### src/hw/rtl/qtsplit_pkg.sv
// Shared constants, codes and controller/datapath interface types of the quadtree splitter.
package qtsplit_pkg;

    localparam int MAX_WIDTH_DEF   = 256;
    localparam int MAX_HEIGHT_DEF  = 256;
    localparam int STACK_DEPTH_DEF = 32;

    localparam int PADDR_W = 5;

    localparam logic [8:0]  WIDTH_RST  = 9'd256;
    localparam logic [8:0]  HEIGHT_RST = 9'd256;
    localparam logic [8:0]  MEAN_RST   = 9'd95;
    localparam logic [7:0]  STD_RST    = 8'd10;
    localparam logic [8:0]  CELL_RST   = 9'd32;

    localparam logic [7:0]  MASK_ON   = 8'd255;
    localparam logic [16:0] COUNT_MAX = 17'h1FFFF;

    typedef enum logic [1:0] {
        FN_WRITE = 2'd0,
        FN_RUN   = 2'd1,
        FN_READ  = 2'd2,
        FN_NOP   = 2'd3
    } func_t;

    typedef enum logic [2:0] {
        REG_WIDTH  = 3'd0,
        REG_HEIGHT = 3'd1,
        REG_MEAN   = 3'd2,
        REG_STD    = 3'd3,
        REG_CELL   = 3'd4
    } reg_idx_t;

    typedef enum logic [1:0] {
        OUT_ZERO  = 2'd0,
        OUT_MASK  = 2'd1,
        OUT_COUNT = 2'd2
    } out_sel_t;

    // products formed by the serial multiplier, in the order they are taken
    typedef enum logic [2:0] {
        MS_NQ  = 3'd0,
        MS_SS  = 3'd1,
        MS_DN  = 3'd2,
        MS_DNN = 3'd3,
        MS_MN  = 3'd4
    } mul_sel_t;

    typedef struct packed {
        logic     img_we;
        logic     out_load;
        out_sel_t out_sel;
        logic     rd_latch;
        logic     clr_init;
        logic     clr_step;
        logic     stk_init;
        logic     pop;
        logic     region_load;
        logic     clip_load;
        logic     setup;
        logic     walk_init;
        logic     walk_step;
        logic     scan_rd;
        logic     mask_mark;
        logic     mul_load;
        logic     mul_store;
        mul_sel_t mul_sel;
        logic     count_inc;
        logic     push_init;
        logic     push;
    } cmd_t;

    typedef struct packed {
        logic clr_last;
        logic sp_zero;
        logic empty;
        logic walk_last;
        logic mul_done;
        logic mark_ok;
        logic split_ok;
        logic push_last;
    } sts_t;

endpackage

### src/hw/rtl/qtsplit_ctrl.sv
// Sequencer for requests, the mask clearing pass and the quadtree walk.
module qtsplit_ctrl (
    input  logic               clk,
    input  logic               rst_n,
    input  logic               in_valid,
    output logic               in_stall,
    input  logic [1:0]         func,
    output logic               out_valid,
    input  logic               out_stall,
    output qtsplit_pkg::cmd_t  cmd,
    input  qtsplit_pkg::sts_t  sts
);
    import qtsplit_pkg::*;

    typedef enum logic [15:0] {
        ST_IDLE   = 16'h0001,
        ST_READ   = 16'h0002,
        ST_CLR    = 16'h0004,
        ST_INIT   = 16'h0008,
        ST_POP    = 16'h0010,
        ST_POPW   = 16'h0020,
        ST_CLIP   = 16'h0040,
        ST_SETUP  = 16'h0080,
        ST_SCAN   = 16'h0100,
        ST_SCANL  = 16'h0200,
        ST_MLOAD  = 16'h0400,
        ST_MWAIT  = 16'h0800,
        ST_DECIDE = 16'h1000,
        ST_MARK   = 16'h2000,
        ST_PUSH   = 16'h4000,
        ST_DONE   = 16'h8000
    } state_t;

    state_t   state_reg, state_next;
    logic     run_reg, run_next;
    mul_sel_t phase_reg, phase_next;
    logic     out_valid_reg, out_valid_next;
    logic     out_free;
    logic     accept;

    assign out_free = !out_valid_reg || !out_stall;
    assign accept   = (state_reg == ST_IDLE) && in_valid && out_free;
    assign in_stall = !((state_reg == ST_IDLE) && out_free);

    always_comb
    begin
        cmd        = '0;
        state_next = state_reg;
        run_next   = run_reg;
        phase_next = phase_reg;
        unique case (state_reg)
            ST_IDLE:
            begin
                if (accept)
                begin
                    unique case (func_t'(func))
                        FN_WRITE:
                        begin
                            cmd.img_we   = 1'b1;
                            cmd.out_load = 1'b1;
                            cmd.out_sel  = OUT_ZERO;
                        end
                        FN_RUN:
                        begin
                            cmd.clr_init = 1'b1;
                            run_next     = 1'b1;
                            state_next   = ST_CLR;
                        end
                        FN_READ:
                        begin
                            cmd.rd_latch = 1'b1;
                            state_next   = ST_READ;
                        end
                        default:
                        begin
                            cmd.out_load = 1'b1;
                            cmd.out_sel  = OUT_ZERO;
                        end
                    endcase
                end
            end
            ST_READ:
            begin
                cmd.out_load = 1'b1;
                cmd.out_sel  = OUT_MASK;
                state_next   = ST_IDLE;
            end
            ST_CLR:
            begin
                cmd.clr_step = 1'b1;
                if (sts.clr_last)
                begin
                    state_next = run_reg ? ST_INIT : ST_IDLE;
                end
            end
            ST_INIT:
            begin
                cmd.stk_init = 1'b1;
                state_next   = ST_POP;
            end
            ST_POP:
            begin
                if (sts.sp_zero)
                begin
                    state_next = ST_DONE;
                end
                else
                begin
                    cmd.pop    = 1'b1;
                    state_next = ST_POPW;
                end
            end
            ST_POPW:
            begin
                cmd.region_load = 1'b1;
                state_next      = ST_CLIP;
            end
            ST_CLIP:
            begin
                cmd.clip_load = 1'b1;
                state_next    = ST_SETUP;
            end
            ST_SETUP:
            begin
                if (sts.empty)
                begin
                    state_next = ST_POP;
                end
                else
                begin
                    cmd.setup     = 1'b1;
                    cmd.walk_init = 1'b1;
                    state_next    = ST_SCAN;
                end
            end
            ST_SCAN:
            begin
                cmd.scan_rd   = 1'b1;
                cmd.walk_step = 1'b1;
                if (sts.walk_last)
                begin
                    state_next = ST_SCANL;
                end
            end
            ST_SCANL:
            begin
                // last pixel read is accumulated here
                phase_next = MS_NQ;
                state_next = ST_MLOAD;
            end
            ST_MLOAD:
            begin
                cmd.mul_load = 1'b1;
                cmd.mul_sel  = phase_reg;
                state_next   = ST_MWAIT;
            end
            ST_MWAIT:
            begin
                if (sts.mul_done)
                begin
                    cmd.mul_store = 1'b1;
                    cmd.mul_sel   = phase_reg;
                    state_next    = ST_MLOAD;
                    unique case (phase_reg)
                        MS_NQ:   phase_next = MS_SS;
                        MS_SS:   phase_next = MS_DN;
                        MS_DN:   phase_next = MS_DNN;
                        MS_DNN:  phase_next = MS_MN;
                        default: state_next = ST_DECIDE;
                    endcase
                end
            end
            ST_DECIDE:
            begin
                priority if (sts.mark_ok)
                begin
                    cmd.walk_init = 1'b1;
                    cmd.count_inc = 1'b1;
                    state_next    = ST_MARK;
                end
                else if (sts.split_ok)
                begin
                    cmd.push_init = 1'b1;
                    state_next    = ST_PUSH;
                end
                else
                begin
                    state_next = ST_POP;
                end
            end
            ST_MARK:
            begin
                cmd.mask_mark = 1'b1;
                cmd.walk_step = 1'b1;
                if (sts.walk_last)
                begin
                    state_next = ST_POP;
                end
            end
            ST_PUSH:
            begin
                cmd.push = 1'b1;
                if (sts.push_last)
                begin
                    state_next = ST_POP;
                end
            end
            ST_DONE:
            begin
                cmd.out_load = 1'b1;
                cmd.out_sel  = OUT_COUNT;
                run_next     = 1'b0;
                state_next   = ST_IDLE;
            end
            default:
            begin
                state_next = ST_IDLE;
            end
        endcase
    end

    assign out_valid_next = cmd.out_load | (out_valid_reg & out_stall);
    assign out_valid      = out_valid_reg;

    always_ff @(posedge clk or negedge rst_n)
    begin
        if (!rst_n)
        begin
            state_reg     <= ST_CLR;
            run_reg       <= 1'b0;
            phase_reg     <= MS_NQ;
            out_valid_reg <= 1'b0;
        end
        else
        begin
            state_reg     <= state_next;
            run_reg       <= run_next;
            phase_reg     <= phase_next;
            out_valid_reg <= out_valid_next;
        end
    end

endmodule

### config.mk
export PLATFORM = sky130hd
export DESIGN_NAME = qtsplit_ctrl
export DESIGN_NICKNAME = d
export VERILOG_FILES = /design/src/hw/rtl/qtsplit_pkg.sv /design/src/hw/rtl/qtsplit_ctrl.sv
export SDC_FILE = /design/constraint.sdc
export NUM_CORES = 1
export LEC_CHECK = 0
export BUFFER_PORTS_ARGS = -buffer_cell sky130_fd_sc_hd__buf_2
export CELL_PAD_IN_SITES_DETAIL_PLACEMENT = 0
export CELL_PAD_IN_SITES_GLOBAL_PLACEMENT = 1
export CORE_MARGIN = 2
export CORE_UTILIZATION = 44
export CTS_BUF_LIST = sky130_fd_sc_hd__clkbuf_4 sky130_fd_sc_hd__clkbuf_8
export CTS_CLUSTER_DIAMETER = 150
export DETAILED_ROUTE_END_ITERATION = 7
export PLACE_DENSITY = 0.95
export SLEW_MARGIN = 40
export SYNTH_ARGS = -nofsm -noshare
export SYNTH_HDL_FRONTEND = slang
export SYNTH_SLANG_ARGS = --single-unit
### constraint.sdc
create_clock -name clk -period 5.8 [get_ports clk]
set_clock_uncertainty 0.05 [all_clocks]
set_input_delay 1.16 -clock clk [delete_from_list [all_inputs] [get_ports clk]]
set_output_delay 1.16 -clock clk [all_outputs]
set_load 0.01 [all_outputs]
==> metrics, run 1 <==
Initial Util 45.4%; # Max-Cap Violations 0; flops & latches, synth 21; final wirelength 3.90 mm; Min-Delay Path Depth 1; Req. time, crit path 4590 ps; crit path kind flop to primary output; depth of the CTS H-tree 1; Setup WS pre-CTS 2490 ps; max_slew headroom 60.8%; Synth cell types 55; fmax 276 MHz; largest family of logic cells by synthesized area simple AND/OR/NAND/NOR gates; number of flip-flops in the largest register 16; most frequent cells in the layout buf_2 (39), inv_1 (20), dfrtp_1 (20); yosys warns 0; TritonCTS clock tree yes; crit end category primary output; first-pass GRT wire length 6.40 mm; Logic pwr share 39.4%; Clock Sinks 21; worst reg2reg endpoint phase_reg[1]; Final Max Tran Viols 0; TNS Setup 0 ps; sequential share of the synthesized area 32.0%; CTS Root Cell clkbuf_8; Residual DRC 0; power density over the cells 252 nW/µm²; RSZ-0062 raised after global routing false; PnR worst setup slack 2180 ps; remaining antenna violation count 0; Layout fillers 385; Period minus WS final 3620 ps; reg2reg setup slack 3300 ps; Iter 0 DRT Violations 123; clk slew on worst S/H paths 90 ps; clk_lat worst skew 270 ps; drt wl/cell 14.3 µm; vias in the first global route 1,372; num rows 22; Worst Path Arrival 2410 ps; CP Launch Point state_reg[5]; number of hold violations in the final report 0; cts bufs inserted 3; setup violators final 0; multi-input logic area 970 µm²; Sequential Power Share 38.9%; Clock power frac 21.7%; Ports 40; min-delay worst type flop to flop; Post-DP HPWL 3.00 mm; core area 3630 µm²; die height 65.2 µm; ratio of cells with drive above 1 in the final layout 27.7%; clock tree buffer depth 2; Design Area, Final 1870 µm²; worst setup path endpoint cmd[9]; multiplexer area fraction after synthesis 0%; Initial DRT Pass Iterations 4; NumNets Final 242; Final Cycle Share 62.5%; Int Pwr 0.282 mW; largest net degree at the start of global routing 22; Global Route Usage Sum 19.3%; gpl congestion 0.845; Worst R2R Start state_reg[5]; Post-CTS Setup Repair Bufs 0; P_leak 0.959 nW; antenna violations before repair 0; syn avg cell area 8.58 µm²; ys flop type dfrtp_1; outcome finished, final reports clean; Synth async-reset ratio 100%; commonest non-fill, non-tap cell in the layout buf_2; Diodes inserted 0; # hold bufs at CTS 0; Worst setup SP type flop; Die ar. 4250 µm²; Pwr Total 0.471 mW; Synth-to-Final Area Change 13.7%; Worst Hold Slack 466 ps; synthesized area 1650 µm²; PostCTS Resize Cnt 0; register area 527 µm²; Synth Area in Compound Gates 13.4%; P_sw 0.189 mW; sw frac 40.1%; EDFF count, synth 0; GRT Residual Overflow 0; DR vias/cell 5.58; Vias 1,517; r2r worst-path depth 6; Worst-Margin Slew 583 ps; Max Fanout on Critical Path 10; XOR/XNOR Fraction of Synth Area 2.66%; syn nets 209; Simple-Gate Fraction of Synth Area 40.5%; Synth Area in Adders 2.28%; Gate Count Post-Synth 192; Placed Area 1830 µm²; peak supply drop 0.169 mV; die width 65.2 µm; port buffer count 39
## kinds of logic after synthesis
family	Yosys count
AO/OA/AOI/OAI	29
XOR/XNOR	5
adder cells (fa/ha/maj)	3
buffers and inverters	31
flip-flops	21
AND/OR/NAND/NOR	103
## power by group through the flow
stage	combinational, mW	clock, mW	sequential, mW
after floorplan	0.146	0	0.177
after global placement	0.185	0	0.187
after detailed placement	0.186	0	0.186
after CTS	0.187	0.104	0.183
after global routing	0.207	0.111	0.187
final	0.186	0.102	0.183
## final cells by class
type / count / area share, %
inverters: 20 / 4.01
well taps: 48 / 3.21
flip-flops and latches: 21 / 28.1
clock inverters: 1 / 0.267
repair buffers: 39 / 10.4
clock buffers: 3 / 2.20
multi-input cells: 140 / 51.8
## worst min-delay path by stage
stage                       start  endpoint  slack (ps)
after global routing      run_reg   run_reg         500
final                     run_reg   run_reg         470
after detailed placement  run_reg   run_reg         450
after global placement    run_reg   run_reg         450
after floorplan           run_reg   run_reg         420
after CTS                 run_reg   run_reg         470
## per-stage QoR
step	utilization, %	instances
6_report	51.5	272
2_1_floorplan	-	192
3_3_place_gp	50.3	268
5_1_grt	51.5	272
4_1_cts	51.5	272
3_5_place_dp	50.3	268
## per-layer routing
layer  global-route usage [%]  vias to the layer above  wire (µm)
met4                     5.47                        0         63
li1                         -                      761          -
met3                     5.31                        9        252
met5                        0                        -          0
met1                     25.4                      696       1750
met2                     30.9                       51       1830
## cell usage after synthesis (3+ instances only)
cell       n  area [µm²]
nand4_1    9        56.3
nor3b_1    4        30.0
buf_6      4        45.0
inv_1     20        75.1
or3_1      3        18.8
and2_1     4        25.0
nor4b_1    4        35.0
o21ai_0    8        40.0
nor2_1    19        71.3
nor3_1    10        50.1
xor2_1     4        35.0
nand3_1    3        15.0
dfrtp_1   20         500
a32oi_1    3        26.3
clkbuf_1   3        11.3
ha_1       3        37.5
nor4_1     7        43.8
nand2_1   15        56.3
nand2b_1   3        18.8
## critical path, cell delays in order (launching register included)
cell and delay (ps):
dfrtp_1 470, nor4_1 580, nand2_1 260, or4_2 640, inv_1 70, buf_2 120
Power figures use the tool's default switching activity.
==> run 2: changes to the inputs <==
--- a/config.mk
+++ b/config.mk
@@ -9,11 +9,11 @@
 export CELL_PAD_IN_SITES_DETAIL_PLACEMENT = 0
 export CELL_PAD_IN_SITES_GLOBAL_PLACEMENT = 1
 export CORE_MARGIN = 2
-export CORE_UTILIZATION = 44
+export CORE_UTILIZATION = 41
 export CTS_BUF_LIST = sky130_fd_sc_hd__clkbuf_4 sky130_fd_sc_hd__clkbuf_8
 export CTS_CLUSTER_DIAMETER = 150
 export DETAILED_ROUTE_END_ITERATION = 7
-export PLACE_DENSITY = 0.95
+export PLACE_DENSITY = 0.91
 export SLEW_MARGIN = 40
 export SYNTH_ARGS = -nofsm -noshare
 export SYNTH_HDL_FRONTEND = slang
==> constraint.sdc (replaced) <==
create_clock -name clk -period 3.6 [get_ports clk]
set_clock_uncertainty 0.05 [all_clocks]
set_input_delay 0.72 -clock clk [delete_from_list [all_inputs] [get_ports clk]]
set_output_delay 0.72 -clock clk [all_outputs]
set_load 0.01 [all_outputs]
==> run 2 against run 1 <==
  * Non-clock buffer count is the same
  * Count of clock-buffer cells in the layout grew 1
  * Wire length shrank 0.59%
  * Register-to-register slack lost 2200 ps
  * Sequential share of layout area shrank 0.075 points
  * Critical path depth grew 1
  * Sequential cell count is the same
  * Via count shrank 0.26%
  * Highest routed layer unchanged
  * Largest cell class unchanged
  * First-iteration DRC count shrank 20%
  * Die area grew 6.9%
  * Critical path type unchanged
==> metrics, run 2 (synthesized netlist as in run 1, its figures left out) <==
outcome finished, final reports clean; RSZ-0062 raised after global routing false; final wirelength 3.87 mm; worst path cell trace nor4_4 -> nor3b_4 -> nand2_1 -> nand4b_1 -> o21ai_1 -> buf_2; WP buf/inv 1; Clock Sinks 21; Final Max Tran Viols 0; clk slew on worst S/H paths 80 ps; TNS Setup 0 ps; delay-heaviest family, CP simple AND/OR/NAND/NOR gates; remaining antenna violation count 0; Die ar. 4540 µm²; clk_lat worst skew 270 ps; drt wl/cell 14.1 µm; Final Cycle Share 88.9%; Req. time, crit path 2830 ps; Worst Path Arrival 2430 ps; Critical-path top delay cell nor4_4; Iter 0 DRT Violations 98; crit end category primary output; largest net degree at the start of global routing 22; depth of the CTS H-tree 1; vias in the first global route 1,397; peak supply drop 0.159 mV; Synth-to-Final Area Change 14.0%; fmax 313 MHz; gpl congestion 0.900; port buffer count 39; Max Fanout on Critical Path 9; # Max-Cap Violations 0; Worst path max stage delay 550 ps; Non-Filler Instances 274; CTS Root Cell clkbuf_8; num rows 23; Global Route Usage Sum 18.2%; core area 3940 µm²; Worst setup SP type flop; Layout fillers 383; most frequent cells in the layout buf_2 (39), inv_1 (20), dfrtp_1 (20); P_leak 0.959 nW; Residual DRC 0; max_slew headroom 63.3%; setup violators final 0; Diodes inserted 0; PostCTS Resize Cnt 0; Initial Util 41.8%; die height 67.4 µm; commonest non-fill, non-tap cell in the layout buf_2; cts bufs inserted 3; Pwr Total 0.770 mW; number of flip-flops in the largest register 16; first-pass GRT wire length 6.33 mm; number of hold violations in the final report 0; dpl cells 270; PnR worst setup slack 401 ps; NumNets Final 242; Setup WS pre-CTS 674 ps; Initial DRT Pass Iterations 4; Worst-Margin Slew 543 ps; antenna violations before repair 0; DR vias/cell 5.52; Vias 1,513; min-delay worst type input port to asynchronous set/reset pin; Ports 40; ratio of cells with drive above 1 in the final layout 27.7%; reg2reg setup slack 1090 ps; GRT Residual Overflow 0; die width 67.4 µm; clock tree buffer depth 2; Final Util 47.6%; Post-CTS Setup Repair Bufs 0; Post-DP HPWL 2.96 mm; power density over the cells 410 nW/µm²; crit path kind flop to primary output; TritonCTS clock tree yes; Period minus WS final 3200 ps; # hold bufs at CTS 0
-- run 2: changes by cell type in the layout (fill, tap and decap cells not counted) --
| cell | delta |
|---|---|
| clkinv_2 | -1 |
| clkbuf_4 | +1 |
-- run 2: cell type report --
| type | instances | area [µm²] | area share, % |
|---|---|---|---|
| multi-input combinational | 140 | 970 | 51.6 |
| sequential | 21 | 527 | 28.0 |
| timing repair buffer | 39 | 195 | 10.4 |
| inverter | 20 | 75.1 | 4.00 |
| tap | 50 | 62.6 | 3.33 |
| clock buffer | 4 | 48.8 | 2.60 |
-- run 2: per-stage QoR --
step / hold slack, ps / instance area (µm²)
2_1_floorplan: 374 / 1650
3_3_place_gp: 445 / 1830
3_5_place_dp: 447 / 1830
4_1_cts: 372 / 1880
5_1_grt: 396 / 1880
6_report: 351 / 1880
-- run 2: power breakdown --
group,switching [mW],internal (mW)
combinational,0.188,0.116
sequential,0.0352,0.261
clock,0.0831,0.0867
total,0.306,0.464
-- run 2: final timing paths --
check | startpoint | endpoint | cells past startpoint
worst max-delay path | state_reg[13] | cmd[22] | 6
worst min-delay path | rst_n | state_reg[0] | 1
worst max register to register | state_reg[13] | phase_reg[2] | 6
worst min register to register | run_reg | run_reg | 1
max in group asynchronous | rst_n | state_reg[2] | 1
min in group clk | run_reg | run_reg | 1
-- run 2: worst register-to-register path: stages, from the launching register on --
cell       delay [ps]
dfrtp_1           490
nor4_4            550
nor3b_4           370
nand4_2           240
o2111ai_4         440
nor3_4             70
a22o_1            180
-- run 2: routing by layer --
layer	vias up	GRT usage (%)	share of wire, %
met5	-	0	0
li1	759	-	-
met1	708	25.5	46
met3	7	3.33	5.5
met4	0	5.36	1.3
met2	39	28.7	47
